**src/rtl/upm_pkg.sv**
```systemverilog
// Shared types, constants and command/status words for the USB power meter level detector.
// No dependencies; every other file of the block imports this package.
package upm_pkg;

	localparam int AVG_LOG2_DEF = 4;
	localparam int ADC_BITS_DEF = 12;

	localparam int SCALE_W    = 24;
	localparam int SCALE_FRAC = 16;
	localparam int HOLD_W     = 8;
	localparam int CFG_W      = 24;
	localparam int CFG_IDX_W  = 2;
	localparam int MV_W       = 16;
	localparam int PWR_W      = 23;
	localparam int LEVEL_W    = 3;
	localparam int OP_W       = 2;

	// Shared multiplier: 32 x 29 bits, product registered.
	localparam int MUL_A_W = 32;
	localparam int MUL_B_W = 29;
	localparam int MUL_P_W = MUL_A_W + MUL_B_W;

	// floor(x / 1000) = (x * 274877907) >> 38 for any 32 bit x.
	localparam logic [MUL_B_W-1:0] DIV1000_MUL   = 29'd274877907;
	localparam int                 DIV1000_SHIFT = MUL_P_W - PWR_W;

	localparam logic [SCALE_W-1:0] VOLTAGE_SCALE_RST = 24'd528129;
	localparam logic [SCALE_W-1:0] CURRENT_SCALE_RST = 24'd105626;
	localparam logic [HOLD_W-1:0]  HOLDOFF_RST       = 8'd10;

	localparam logic [PWR_W-1:0] PWR_MAX = 23'd4294836;

	// Requested supply levels.
	localparam logic [LEVEL_W-1:0] LEVEL_5V  = 3'd0;
	localparam logic [LEVEL_W-1:0] LEVEL_9V  = 3'd1;
	localparam logic [LEVEL_W-1:0] LEVEL_12V = 3'd2;
	localparam logic [LEVEL_W-1:0] LEVEL_15V = 3'd3;
	localparam logic [LEVEL_W-1:0] LEVEL_20V = 3'd4;
	localparam logic [LEVEL_W-1:0] LEVEL_MAX = LEVEL_20V;

	// Whole-volt bands expressed in millivolts (low inclusive, high inclusive).
	localparam logic [MV_W-1:0] BAND_5V_LO  = 16'd4000;
	localparam logic [MV_W-1:0] BAND_5V_HI  = 16'd6999;
	localparam logic [MV_W-1:0] BAND_9V_LO  = 16'd8000;
	localparam logic [MV_W-1:0] BAND_9V_HI  = 16'd10999;
	localparam logic [MV_W-1:0] BAND_12V_LO = 16'd11000;
	localparam logic [MV_W-1:0] BAND_12V_HI = 16'd13999;
	localparam logic [MV_W-1:0] BAND_15V_LO = 16'd14000;
	localparam logic [MV_W-1:0] BAND_15V_HI = 16'd16999;
	localparam logic [MV_W-1:0] BAND_20V_LO = 16'd19000;
	localparam logic [MV_W-1:0] BAND_20V_HI = 16'd21999;

	typedef enum logic [OP_W-1:0] {
		OP_SAMPLE  = 2'd0,
		OP_UP      = 2'd1,
		OP_DOWN    = 2'd2,
		OP_RESTART = 2'd3
	} op_t;

	typedef enum logic [CFG_IDX_W-1:0] {
		REG_VOLTAGE_SCALE = 2'd0,
		REG_CURRENT_SCALE = 2'd1,
		REG_HOLDOFF_COUNT = 2'd2
	} reg_idx_t;

	typedef enum logic [1:0] {
		MSEL_VOLT  = 2'd0,
		MSEL_CURR  = 2'd1,
		MSEL_POWER = 2'd2,
		MSEL_DIV   = 2'd3
	} mul_sel_t;

	typedef struct packed {
		logic     accept;
		logic     mul_en;
		mul_sel_t mul_sel;
		logic     sat_volt;
		logic     sat_curr;
		logic     power_en;
		logic     load_out;
	} upm_cmd_t;

	typedef struct packed {
		logic avg_done;
	} upm_status_t;

endpackage

```
**src/rtl/upm_ctrl.sv**
```systemverilog
// Sequencing state machine: accepts words, steps the shared multiplier, loads the result.
// Depends on upm_pkg for the command and status words.
module upm_ctrl import upm_pkg::*; (
	input  logic        clk,
	input  logic        arst_n,
	input  logic        item_valid,
	output logic        item_ready,
	output logic        result_valid,
	input  logic        result_ready,
	input  upm_status_t status,
	output upm_cmd_t    cmd
);

	typedef enum logic [7:0] {
		ST_IDLE  = 8'b0000_0001,
		ST_MUL_V = 8'b0000_0010,
		ST_MUL_I = 8'b0000_0100,
		ST_SAT_I = 8'b0000_1000,
		ST_MUL_P = 8'b0001_0000,
		ST_DIV   = 8'b0010_0000,
		ST_PWR   = 8'b0100_0000,
		ST_OUT   = 8'b1000_0000
	} state_t;

	state_t state_q, state_d;
	logic   out_valid_q;
	logic   out_free;

	assign item_ready   = (state_q == ST_IDLE);
	assign result_valid = out_valid_q;
	assign out_free     = !out_valid_q || result_ready;

	always_comb begin
		state_d     = state_q;
		cmd         = '0;
		cmd.mul_sel = MSEL_VOLT;
		cmd.accept  = item_valid && item_ready;
		unique case (state_q)
			ST_IDLE: begin
				if (cmd.accept) begin
					state_d = status.avg_done ? ST_MUL_V : ST_OUT;
				end
			end
			ST_MUL_V: begin
				cmd.mul_en  = 1'b1;
				cmd.mul_sel = MSEL_VOLT;
				state_d     = ST_MUL_I;
			end
			ST_MUL_I: begin
				cmd.mul_en   = 1'b1;
				cmd.mul_sel  = MSEL_CURR;
				cmd.sat_volt = 1'b1;
				state_d      = ST_SAT_I;
			end
			ST_SAT_I: begin
				cmd.sat_curr = 1'b1;
				state_d      = ST_MUL_P;
			end
			ST_MUL_P: begin
				cmd.mul_en  = 1'b1;
				cmd.mul_sel = MSEL_POWER;
				state_d     = ST_DIV;
			end
			ST_DIV: begin
				cmd.mul_en  = 1'b1;
				cmd.mul_sel = MSEL_DIV;
				state_d     = ST_PWR;
			end
			ST_PWR: begin
				cmd.power_en = 1'b1;
				state_d      = ST_OUT;
			end
			ST_OUT: begin
				// hold until the output register is empty or being drained
				cmd.load_out = out_free;
				if (out_free) begin
					state_d = ST_IDLE;
				end
			end
			default: begin
				state_d = ST_IDLE;
			end
		endcase
	end

	always_ff @(posedge clk or negedge arst_n) begin
		if (!arst_n) begin
			state_q     <= ST_IDLE;
			out_valid_q <= 1'b0;
		end else begin
			state_q <= state_d;
			if (cmd.load_out) begin
				out_valid_q <= 1'b1;
			end else if (result_ready) begin
				out_valid_q <= 1'b0;
			end
		end
	end

endmodule

```
**config.mk**
```make
export PLATFORM = sky130hd
export DESIGN_NAME = upm_ctrl
export DESIGN_NICKNAME = d
export VERILOG_FILES = /design/src/rtl/upm_pkg.sv /design/src/rtl/upm_ctrl.sv
export SDC_FILE = /design/constraint.sdc
export NUM_CORES = 1
export LEC_CHECK = 0
export BUFFER_PORTS_ARGS = -buffer_cell sky130_fd_sc_hd__buf_2
export CAP_MARGIN = 0
export CORE_AREA = 5 5 42 44
export DETAILED_ROUTE_END_ITERATION = 8
export DIE_AREA = 0 0 47 49
export GPL_ROUTABILITY_DRIVEN = 0
export GPL_TIMING_DRIVEN = 0
export PLACE_DENSITY_LB_ADDON = 0.2
export RECOVER_POWER = 100
export SLEW_MARGIN = 25
export SYNTH_ARGS = -nofsm -noshare
export SYNTH_HDL_FRONTEND = slang
export SYNTH_SLANG_ARGS = --single-unit
```
**constraint.sdc**
```tcl
create_clock -name clk -period 3.2 [get_ports clk]
set_clock_uncertainty 0.15 [all_clocks]
set_input_delay 0.64 -clock clk [delete_from_list [all_inputs] [get_ports clk]]
set_output_delay 0.64 -clock clk [all_outputs]
set_load 0.01 [all_outputs]
```
==> results.cfg <==
[route]
dr.pass1.iters = 4
routed_via_density = 5.101
drt_iter0_markers = 11
ant_nets = 0
drc = 0
wl_per_cell_um = 12.93
vias = 454
drt_wl_total_um = 1151

[floorplanning]
fp.dieH_um = 49
dieArea_um2 = 2303
fp.dieW_um = 47
io_pins = 15
initial_utilization = 0.3920
core-area_um2 = 1401
row_count = 14

[cts]
cts_max_level = 1
worstSkewPairLatency_ns = 0.26
cts_tree = built
root_buffer = clkbuf_4
cts_buffer_depth = 2
cts_num_sinks = 9
postCtsSetupRepairBufs = 0
numCtsBuffers = 3
path_clk_slew_ns = 0.06
ctsResizeCount = 0
hold_buffers = 0

[hold_path]
hp-class = primary input to async pin

[timing]
slew-limit-headroom = 0.6754
rsz0062_at_grt = no
maxSlewViolCount = 0
hold_ws_ns = 0.1598
period_needed_ns = 2.694
worstMarginPinSlew_ns = 0.4869
hold_viol_final = 0
fmax_ghz = 0.3712
setup_viol = 0
fin_crit_sh = 0.8419
fin_tns_setup_ns = 0
fin_ws_ns = 0.5058

[global_route]
grt_pass1_wl_um = 1876
grt.overflow.total = 0
grtUsageTotal = 0.1132
grt_start_max_net_pins = 10
grt_pass1_vias = 446
antenna_found_initial = 0

[pwr]
p_comb_frac = 0.438
switching_share = 0.4061
leakage_nw = 0.2846
switching_power_uw = 181.7
internal_power_uw = 265.7
seq_power_share = 0.372
clockPowerShare = 0.191
peakVddDrop_uv = 305.7
p_per_area_nw_per_um2 = 702.5

[synth]
synth-seq-area-share = 0.4123
syn_inst = 55
syn-num-nets = 60
postSynthAreaPerCell_um2 = 9.987
syn_area_um2 = 549.3
ys_ff_latch = 9
synth_cell_types = 27
synth-warning-count = 0

[layout]
area_growth_pct = 15.95
drive_above_1_share = 0.1507
multi_input_area_um2 = 304.0
n_fill_cell = 162
antenna_cells = 0
ff_latch_area_um2 = 226.5
final_nets = 79
final_cells = 89

[setup_path]
cp_max_fo = 6
crit_path_cell_trace = nor2_1, nand2_1, or3_1, nor3b_1, clkbuf_1
end_kind = output port
crit_path_start_kind = register
crit_slowest_cell = dfrtp_1
cp_slowest_stage_delay_ns = 0.41
crit_type = register to output port
critPathTopFamily = simple AND/OR/NAND/NOR gates
cp.arrival_ns = 1.90
cp_num_buf_inv = 1
crit_required_ns = 2.41

[place]
pre_cts_slack_ns = 0.9727
port_buffers = 14
dpl.cell_count = 85
hpwl_um = 907.1

[status]
status = complete, no violations

[run]
drv_cap = 0
## worst paths after layout
check	start	end	slack, ns	depth (start not counted)
worst min register to register	result_valid$_DFFE_PN0P_	result_valid$_DFFE_PN0P_	0.42	2
min in group clk	result_valid$_DFFE_PN0P_	result_valid$_DFFE_PN0P_	0.42	2
worst min-delay path	arst_n	state_q[2]$_DFFE_PN0P_	0.16	1
worst max register to register	state_q[3]$_DFFE_PN0P_	state_q[2]$_DFFE_PN0P_	1.49	4
max in group asynchronous	arst_n	state_q[0]$_DFFE_PN1P_	2.39	1
worst max-delay path	state_q[3]$_DFFE_PN0P_	cmd[3]	0.51	5
## registers in the layout (all words and copies together) (netlist names)
register and count:
result_valid 1, state_q 8
## through the flow
stage	area [µm²]	total power [mW]	utilization
floorplan	549.3	0.3308	-
global placement	639.4	0.3863	0.4563
detailed placement	639.4	0.3929	0.4563
CTS	665.6	0.4829	0.4750
global route	636.9	0.4877	0.4545
finish	636.9	0.4474	0.4545
## cells by family (layout without fill, tap and decap cells)
family          Yosys count  count (layout)  share of synthesized area
compound gates            7               7                    0.09795
xor+xnor                  2               2                    0.03190
buf+inv                   1              19                   0.006827
flops                     9               9                     0.4123
simple gates             36              36                     0.4510
## cells in the mapped netlist
| library cell | number | area, µm² |
|---|---|---|
| nor4_4 | 1 | 21.27 |
| nor2b_1 | 3 | 18.77 |
| and3_1 | 2 | 12.51 |
| nor2_1 | 6 | 22.52 |
| xor2_1 | 2 | 17.52 |
| and2_1 | 2 | 12.51 |
| o221ai_1 | 1 | 8.760 |
| nand3_1 | 1 | 5.000 |
| nor2_2 | 2 | 12.51 |
| or3_4 | 1 | 11.26 |
| dfrtp_1 | 8 | 200.2 |
| o211ai_1 | 2 | 15.01 |
| nor3b_1 | 4 | 30.03 |
| inv_1 | 1 | 3.750 |
| and2b_1 | 1 | 7.510 |
| a21oi_1 | 2 | 10.01 |
| a22oi_1 | 1 | 7.510 |
| or3_1 | 1 | 6.260 |
| nand2b_1 | 3 | 18.77 |
| nor3b_2 | 1 | 12.51 |
| o22ai_2 | 1 | 12.51 |
| nand2_2 | 1 | 6.260 |
| nand2_1 | 3 | 11.26 |
| dfstp_2 | 1 | 26.28 |
| nand4b_1 | 2 | 17.52 |
| nor4bb_1 | 1 | 10.01 |
| and3_4 | 1 | 11.26 |
## per-layer routing
| metal | global-route usage | vias up | wire (µm) |
|---|---|---|---|
| li1 | - | 236 | - |
| met1 | 0.1276 | 210 | 543 |
| met2 | 0.1833 | 8 | 563 |
| met3 | 0.04797 | 0 | 45 |
| met4 | 0.04147 | 0 | 0 |
| met5 | 0 | - | 0 |
## cells in the final DEF (no fill, tap or decap), types with 2 or more instances in the layout
master,instances
nand2b_1,3
buf_2,3
o211ai_1,2
nor2b_1,3
or3_1,2
nand2_1,4
clkbuf_4,3
nor3b_1,4
and3_1,3
nand4b_1,2
a21oi_1,2
nor2_1,7
clkbuf_1,12
xor2_1,2
and2_1,2
dfrtp_1,8
## power groups by stage
| stage | registers [mW] | clock network [mW] | logic [mW] |
|---|---|---|---|
| global placement | 0.168 | 0 | 0.218 |
| finish | 0.166 | 0.0853 | 0.196 |
| CTS | 0.168 | 0.0906 | 0.224 |
| floorplan | 0.167 | 0 | 0.163 |
| detailed placement | 0.169 | 0 | 0.223 |
| global route | 0.171 | 0.0977 | 0.219 |
## cell type report
class,instances,share of cell area
Multi-Input combinational cell,45,0.4774
Sequential cell,9,0.3556
Timing Repair Buffer,14,0.08841
Clock buffer,4,0.04126
Tap cell,16,0.03143
Inverter,1,0.005894
Note: power is estimated with default switching activity, not from simulation.
