**config.mk**
```make
export PLATFORM = sky130hd
export DESIGN_NAME = upm_dp
export DESIGN_NICKNAME = d
export VERILOG_FILES = /design/src/rtl/upm_pkg.sv /design/src/rtl/upm_dp.sv
export SDC_FILE = /design/constraint.sdc
export NUM_CORES = 2
export LEC_CHECK = 0
export ABC_CLOCK_PERIOD_IN_PS = 12090
export BUFFER_PORTS_ARGS = -buffer_cell sky130_fd_sc_hd__buf_2
export CAP_MARGIN = 15
export CORE_AREA = 2 2 240 242
export DETAILED_ROUTE_END_ITERATION = 6
export DIE_AREA = 0 0 242 244
export PLACE_DENSITY = 0.89
export SLEW_MARGIN = 30
export SYNTH_ARGS = -nofsm -noshare
export SYNTH_HDL_FRONTEND = slang
export SYNTH_SLANG_ARGS = --single-unit
```
**constraint.sdc**
```tcl
create_clock -name clk -period 12.09 [get_ports clk]
set_input_delay 0.6045 -clock clk [delete_from_list [all_inputs] [get_ports clk]]
set_output_delay 0.6045 -clock clk [all_outputs]
set_load 0.02 [all_outputs]
```
**src/rtl/upm_pkg.sv**
```systemverilog
// Shared types, constants and command/status words for the USB power meter level detector.
// No dependencies; every other file of the block imports this package.
package upm_pkg;

	localparam int AVG_LOG2_DEF = 4;
	localparam int ADC_BITS_DEF = 12;

	localparam int SCALE_W    = 24;
	localparam int SCALE_FRAC = 16;
	localparam int HOLD_W     = 8;
	localparam int CFG_W      = 24;
	localparam int CFG_IDX_W  = 2;
	localparam int MV_W       = 16;
	localparam int PWR_W      = 23;
	localparam int LEVEL_W    = 3;
	localparam int OP_W       = 2;

	// Shared multiplier: 32 x 29 bits, product registered.
	localparam int MUL_A_W = 32;
	localparam int MUL_B_W = 29;
	localparam int MUL_P_W = MUL_A_W + MUL_B_W;

	// floor(x / 1000) = (x * 274877907) >> 38 for any 32 bit x.
	localparam logic [MUL_B_W-1:0] DIV1000_MUL   = 29'd274877907;
	localparam int                 DIV1000_SHIFT = MUL_P_W - PWR_W;

	localparam logic [SCALE_W-1:0] VOLTAGE_SCALE_RST = 24'd528129;
	localparam logic [SCALE_W-1:0] CURRENT_SCALE_RST = 24'd105626;
	localparam logic [HOLD_W-1:0]  HOLDOFF_RST       = 8'd10;

	localparam logic [PWR_W-1:0] PWR_MAX = 23'd4294836;

	// Requested supply levels.
	localparam logic [LEVEL_W-1:0] LEVEL_5V  = 3'd0;
	localparam logic [LEVEL_W-1:0] LEVEL_9V  = 3'd1;
	localparam logic [LEVEL_W-1:0] LEVEL_12V = 3'd2;
	localparam logic [LEVEL_W-1:0] LEVEL_15V = 3'd3;
	localparam logic [LEVEL_W-1:0] LEVEL_20V = 3'd4;
	localparam logic [LEVEL_W-1:0] LEVEL_MAX = LEVEL_20V;

	// Whole-volt bands expressed in millivolts (low inclusive, high inclusive).
	localparam logic [MV_W-1:0] BAND_5V_LO  = 16'd4000;
	localparam logic [MV_W-1:0] BAND_5V_HI  = 16'd6999;
	localparam logic [MV_W-1:0] BAND_9V_LO  = 16'd8000;
	localparam logic [MV_W-1:0] BAND_9V_HI  = 16'd10999;
	localparam logic [MV_W-1:0] BAND_12V_LO = 16'd11000;
	localparam logic [MV_W-1:0] BAND_12V_HI = 16'd13999;
	localparam logic [MV_W-1:0] BAND_15V_LO = 16'd14000;
	localparam logic [MV_W-1:0] BAND_15V_HI = 16'd16999;
	localparam logic [MV_W-1:0] BAND_20V_LO = 16'd19000;
	localparam logic [MV_W-1:0] BAND_20V_HI = 16'd21999;

	typedef enum logic [OP_W-1:0] {
		OP_SAMPLE  = 2'd0,
		OP_UP      = 2'd1,
		OP_DOWN    = 2'd2,
		OP_RESTART = 2'd3
	} op_t;

	typedef enum logic [CFG_IDX_W-1:0] {
		REG_VOLTAGE_SCALE = 2'd0,
		REG_CURRENT_SCALE = 2'd1,
		REG_HOLDOFF_COUNT = 2'd2
	} reg_idx_t;

	typedef enum logic [1:0] {
		MSEL_VOLT  = 2'd0,
		MSEL_CURR  = 2'd1,
		MSEL_POWER = 2'd2,
		MSEL_DIV   = 2'd3
	} mul_sel_t;

	typedef struct packed {
		logic     accept;
		logic     mul_en;
		mul_sel_t mul_sel;
		logic     sat_volt;
		logic     sat_curr;
		logic     power_en;
		logic     load_out;
	} upm_cmd_t;

	typedef struct packed {
		logic avg_done;
	} upm_status_t;

endpackage

```
**src/rtl/upm_dp.sv**
```systemverilog
// Datapath: configuration registers, sample sums, shared multiplier, level logic, output register.
// Depends on upm_pkg; driven by upm_ctrl commands.
module upm_dp import upm_pkg::*; #(
	parameter int AVG_LOG2 = AVG_LOG2_DEF,
	parameter int ADC_BITS = ADC_BITS_DEF
) (
	input  logic                 clk,
	input  logic                 arst_n,
	input  logic                 cfg_we,
	input  logic [CFG_IDX_W-1:0] cfg_index,
	input  logic [CFG_W-1:0]     cfg_wdata,
	input  logic [OP_W-1:0]      opcode,
	input  logic [ADC_BITS-1:0]  voltage_sample,
	input  logic [ADC_BITS-1:0]  current_sample,
	input  upm_cmd_t             cmd,
	output upm_status_t          status,
	output logic                 average_ready,
	output logic [MV_W-1:0]      voltage_mv,
	output logic [MV_W-1:0]      current_ma,
	output logic [PWR_W-1:0]     power_mw,
	output logic [LEVEL_W-1:0]   supply_level,
	output logic                 level_changed
);

	localparam int SUM_W = ADC_BITS + AVG_LOG2;
	localparam int CNT_W = (AVG_LOG2 > 0) ? AVG_LOG2 : 1;
	localparam logic [CNT_W-1:0] CNT_LAST = CNT_W'((1 << AVG_LOG2) - 1);

	logic [SCALE_W-1:0]  vscale_q, iscale_q;
	logic [HOLD_W-1:0]   holdoff_cfg_q, holdoff_q, hold_dec;
	logic [SUM_W-1:0]    vsum_q, isum_q, vsum_add, isum_add;
	logic [CNT_W-1:0]    cnt_q;
	logic [LEVEL_W-1:0]  level_q, prev_level_q;
	logic                avg_flag_q;
	logic [ADC_BITS-1:0] avg_v_q, avg_i_q;
	logic [MUL_A_W-1:0]  mul_a;
	logic [MUL_B_W-1:0]  mul_b;
	logic [MUL_P_W-1:0]  mul_q;
	logic [MV_W-1:0]     sat_val, mv_q, ma_q;
	logic [PWR_W-1:0]    pwr_q;
	op_t                 op;

	logic               out_avg_q, out_chg_q;
	logic [MV_W-1:0]    out_mv_q, out_ma_q;
	logic [PWR_W-1:0]   out_pwr_q;
	logic [LEVEL_W-1:0] out_lvl_q;

	function automatic logic [LEVEL_W-1:0] band_level(input logic [MV_W-1:0] mv,
		input logic [LEVEL_W-1:0] cur);
		logic [LEVEL_W-1:0] lvl;
		lvl = cur;
		priority if (mv >= BAND_5V_LO && mv <= BAND_5V_HI) lvl = LEVEL_5V;
		else if (mv >= BAND_9V_LO && mv <= BAND_9V_HI) lvl = LEVEL_9V;
		else if (mv >= BAND_12V_LO && mv <= BAND_12V_HI) lvl = LEVEL_12V;
		else if (mv >= BAND_15V_LO && mv <= BAND_15V_HI) lvl = LEVEL_15V;
		else if (mv >= BAND_20V_LO && mv <= BAND_20V_HI) lvl = LEVEL_20V;
		else lvl = cur;
		return lvl;
	endfunction

	assign op              = op_t'(opcode);
	assign vsum_add        = vsum_q + SUM_W'(voltage_sample);
	assign isum_add        = isum_q + SUM_W'(current_sample);
	assign status.avg_done = (op == OP_SAMPLE) && (cnt_q == CNT_LAST);
	assign hold_dec        = (holdoff_q != '0) ? holdoff_q - 1'b1 : holdoff_q;

	// Drop the Q16 fraction, clamp to 16 bits.
	assign sat_val = (|mul_q[MUL_P_W-1:SCALE_FRAC+MV_W]) ? '1
		: mul_q[SCALE_FRAC+MV_W-1:SCALE_FRAC];

	always_comb begin
		unique case (cmd.mul_sel)
			MSEL_VOLT: begin
				mul_a = MUL_A_W'(avg_v_q);
				mul_b = MUL_B_W'(vscale_q);
			end
			MSEL_CURR: begin
				mul_a = MUL_A_W'(avg_i_q);
				mul_b = MUL_B_W'(iscale_q);
			end
			MSEL_POWER: begin
				mul_a = MUL_A_W'(mv_q);
				mul_b = MUL_B_W'(ma_q);
			end
			MSEL_DIV: begin
				mul_a = mul_q[MUL_A_W-1:0];
				mul_b = DIV1000_MUL;
			end
			default: begin
				mul_a = '0;
				mul_b = '0;
			end
		endcase
	end

	// Control and architectural state.
	always_ff @(posedge clk or negedge arst_n) begin
		if (!arst_n) begin
			vscale_q      <= VOLTAGE_SCALE_RST;
			iscale_q      <= CURRENT_SCALE_RST;
			holdoff_cfg_q <= HOLDOFF_RST;
			vsum_q        <= '0;
			isum_q        <= '0;
			cnt_q         <= '0;
			holdoff_q     <= '0;
			level_q       <= LEVEL_5V;
			prev_level_q  <= LEVEL_5V;
			avg_flag_q    <= 1'b0;
			mv_q          <= '0;
			ma_q          <= '0;
			pwr_q         <= '0;
		end else begin
			if (cfg_we) begin
				unique case (reg_idx_t'(cfg_index))
					REG_VOLTAGE_SCALE: vscale_q <= cfg_wdata[SCALE_W-1:0];
					REG_CURRENT_SCALE: iscale_q <= cfg_wdata[SCALE_W-1:0];
					REG_HOLDOFF_COUNT: holdoff_cfg_q <= cfg_wdata[HOLD_W-1:0];
					default: ;
				endcase
			end
			if (cmd.accept) begin
				prev_level_q <= level_q;
				avg_flag_q   <= status.avg_done;
				unique case (op)
					OP_SAMPLE: begin
						if (status.avg_done) begin
							vsum_q <= '0;
							isum_q <= '0;
							cnt_q  <= '0;
						end else begin
							vsum_q <= vsum_add;
							isum_q <= isum_add;
							cnt_q  <= cnt_q + 1'b1;
						end
					end
					OP_UP: begin
						if (level_q < LEVEL_MAX) level_q <= level_q + 1'b1;
					end
					OP_DOWN: begin
						if (level_q != LEVEL_5V) level_q <= level_q - 1'b1;
					end
					OP_RESTART: begin
						vsum_q    <= '0;
						isum_q    <= '0;
						cnt_q     <= '0;
						holdoff_q <= holdoff_cfg_q;
					end
					default: ;
				endcase
			end
			if (cmd.sat_volt) begin
				mv_q <= sat_val;
			end
			if (cmd.sat_curr) begin
				ma_q      <= sat_val;
				holdoff_q <= hold_dec;
				if (hold_dec == '0) level_q <= band_level(mv_q, level_q);
			end
			if (cmd.power_en) begin
				pwr_q <= mul_q[MUL_P_W-1:DIV1000_SHIFT];
			end
		end
	end

	// Payload registers.
	always_ff @(posedge clk) begin
		if (cmd.accept && status.avg_done) begin
			avg_v_q <= vsum_add[SUM_W-1:AVG_LOG2];
			avg_i_q <= isum_add[SUM_W-1:AVG_LOG2];
		end
		if (cmd.mul_en) begin
			mul_q <= mul_a * mul_b;
		end
		if (cmd.load_out) begin
			out_avg_q <= avg_flag_q;
			out_mv_q  <= mv_q;
			out_ma_q  <= ma_q;
			out_pwr_q <= pwr_q;
			out_lvl_q <= level_q;
			out_chg_q <= (level_q != prev_level_q);
		end
	end

	assign average_ready = out_avg_q;
	assign voltage_mv    = out_mv_q;
	assign current_ma    = out_ma_q;
	assign power_mw      = out_pwr_q;
	assign supply_level  = out_lvl_q;
	assign level_changed = out_chg_q;

endmodule

```
==> run_results.csv <==
group,metric,value,unit
status,outcome,"finished, violations left",
status,violations,"DRC",
floorplan,fp-row-count,87,
route,drt_pass1_iterations,7,
layout,num-fill-cells,3544,
route,drc,3,
critical_path,crit_arrival,10000,ps
clock_network,clkSinkCount,307,
critical_path,r2r-end,"mul_q[57]$_DFFE_PP_",
critical_path,worstSetupPathType,"in2reg",
grt,grt_use_total,37.35,%
floorplan,start_util,69.49,%
timing,holdWs,45.26,ps
route,viasPerCell,5.942,
critical_path,reg2reg_depth,29,
floorplan,dieArea,0.05905,sq mm
yosys,post-synth-top-area-cell,"fa_1",
hold_path,hold_path.class,"in2async",
route,ant_nets,0,
timing,finalSetupViolCount,0,
route,drtIter0Drc,3057,
critical_path,cp-end-kind,"register",
grt,grt_max_degree,102,
layout,layoutNonFillerInstCount,4880,
critical_path,rrSetupSlack,2870,ps
yosys,synth-edff-count,145,
route,wirelength,106400,um
clock_network,clk_path_buf_depth,3,
critical_path,crit_buf_inv,8,
yosys,syn_area,0.03903,sq mm
yosys,syn_inst,3833,
clock_network,cts_max_level,1,
critical_path,cpMaxStageDelayCell,"o21ai_2",
critical_path,cp.required,12400,ps
run,drv_cap,0,
critical_path,cp_top_family,"adder cells",
timing,post-route-min-period,9691,ps
layout,layout-drive-gt1-share,9.866,%
timing,period_share,80.15,%
clock_network,worstSkewPairLatency,600,ps
critical_path,crit-reg2reg-launch,"mv_q[13]$_DFFE_PN0P_",
yosys,muxShareOfSynthArea,3.830,%
placed_design,dp_hpwl,83130,um
timing,hold_viol_final,0,
clock_network,cts_setup_buffers,0,
timing,setup-tns-final,0,ps
grt,grt_pass1_vias,31285,
layout,final_nets,5163,
placed_design,placed_cells,4815,
yosys,synth.area.top_cells,"fa_1 (35%), edfxtp_1 (11%), ha_1 (10%)",
yosys,synth_flop_cell,"edfxtp_1",
placed_design,gp_congestion,0.9623,
yosys,netlist_top_cells_count,"inv_1 (904), fa_1 (684), nor2_1 (350)",
critical_path,critPathLaunchType,"input pin",
yosys,synth-compound-area-share,7.270,%
placed_design,port_buffers,123,
critical_path,path_max_fanout,60,
critical_path,max_stage_delay,780,ps
timing,tightest_slew,1132,ps
yosys,synth_top_area_share,35.08,%
yosys,ys_warn_count,0,
grt,antenna_found_initial,6,
timing,timing.fmax,0.1032,GHz
clock_network,cts_resized,0,
timing,finalMaxSlewViolations,0,
clock_network,tritoncts,"built",
yosys,yosysUniqueCellTypes,86,
yosys,yosysSeqAreaShare,21.60,%
route,vias,28995,
clock_network,clk_pin_slew,70,ps
floorplan,core,0.05617,sq mm
timing,rsz0062_at_grt,"false",
yosys,synthSimpleGateAreaFrac,9.668,%
critical_path,cpMostUsedCell,"fa_1",
clock_network,clock-root-buffer,"clkbuf_16",
yosys,synth_most_common_cell,"inv_1",
yosys,synth-async-reset-ratio,52.77,%
floorplan,chipWidth,242,um
layout,area_delta_synth_final,8.225,%
yosys,synth.avg_cell_area,10.18,sq um
timing,skew,29.02,ps
floorplan,io_pins,124,
yosys,ys_ff_latch,307,
yosys,synth_top_family_by_area,"adder cells",
floorplan,die_h,244,um
yosys,synth-xor-area-share,1.952,%
clock_network,cts_made_buffers,30,
grt,grt_pass1_wl,168700,um
timing,slew_headroom,24.54,%
route,post_drt_wl_per_cell,21.80,um
yosys,synthAdderAreaFrac,45.50,%
grt,gr-total-overflow,0,
clock_network,hold_buffers,0,
through the flow:
step	util [%]	worst slack [ps]	area (sq um)
finish	75.21	2399	42240
global route	75.18	2080	42230
CTS	75.17	2594	42220
detailed placement	73.30	2112	41170
global placement	73.29	2141	41160
floorplan	-	3300	39820
sequential cells by signal, indices dropped and copies added, names as in the netlist, 16 cells and up:
name        count
ma_q           16
mv_q           16
mul_q          61
vscale_q       24
pwr_q          23
vsum_q         16
isum_q         16
power_mw       23
current_ma     16
voltage_mv     16
iscale_q       24
cell families after synthesis:
| group | Yosys count |
|---|---|
| simple gates | 815 |
| other cells | 2 |
| flops | 307 |
| xor+xnor | 87 |
| compound gates | 426 |
| buf+inv | 1051 |
| mux | 136 |
| fa+ha+maj | 1009 |
cell usage in the layout (no fill, tap or decap), types with 27 or more instances in the layout:
| master | n |
|---|---|
| clkbuf_16 | 32 |
| buf_2 | 120 |
| and3_1 | 92 |
| mux2_2 | 107 |
| fa_1 | 684 |
| buf_4 | 40 |
| nand3_1 | 37 |
| xor2_1 | 30 |
| nand2_1 | 176 |
| nor3_1 | 27 |
| conb_1 | 212 |
| inv_1 | 904 |
| xnor2_1 | 57 |
| ha_1 | 325 |
| dfrtp_1 | 145 |
| mux2i_1 | 29 |
| a21o_1 | 57 |
| edfxtp_1 | 145 |
| nor2_1 | 350 |
| o21ai_0 | 68 |
| or2_2 | 29 |
| a21oi_1 | 118 |
final cells by class:
type | instances | area (sq um) | area share, %
inverters | 904 | 3393 | 8.032
multi-input cells | 2685 | 27460 | 65.01
flip-flops and latches | 307 | 8429 | 19.95
diodes | 9 | 22.52 | 0.05331
clock buffers | 37 | 849.6 | 2.011
repair buffers | 163 | 943.4 | 2.233
clock inverters | 19 | 197.7 | 0.4680
well taps | 756 | 945.9 | 2.239
per-layer routing:
layer	vias up	part of all wire, %	track usage, %
met1	14457	35	45.43
met2	1717	48	61.08
met3	531	9.7	7.474
met4	0	8.1	24.89
li1	12290	-	-
met5	-	0	0
how the worst max path moves through the flow:
stage,from,to,slack [ps],cells after the start
5_1_grt,cmd[4],mul_q[57]$_DFFE_PP_,2080,30
2_1_floorplan,cmd[4],mul_q[55]$_DFFE_PP_,3300,33
4_1_cts,cmd[4],mul_q[57]$_DFFE_PP_,2590,30
6_report,cmd[4],mul_q[57]$_DFFE_PP_,2400,30
3_5_place_dp,cmd[4],mul_q[60]$_DFFE_PP_,2110,30
3_3_place_gp,cmd[4],mul_q[54]$_DFFE_PP_,2140,30
worst register-to-register path: cells and delay by family (launching register included):
kind                       cells  cell delay [ps]
AOI/OAI and AO/OA              7             2410
xor gates and xnor gates       1              120
adders and majority gates      9             4360
buffers and inverters          7              490
DFF                            1              410
and+or+nand+nor                5             1150
Power is left out: the tool's default activity adds up to more than one toggle a clock period on the data nets, which glitch-free logic cannot reach.
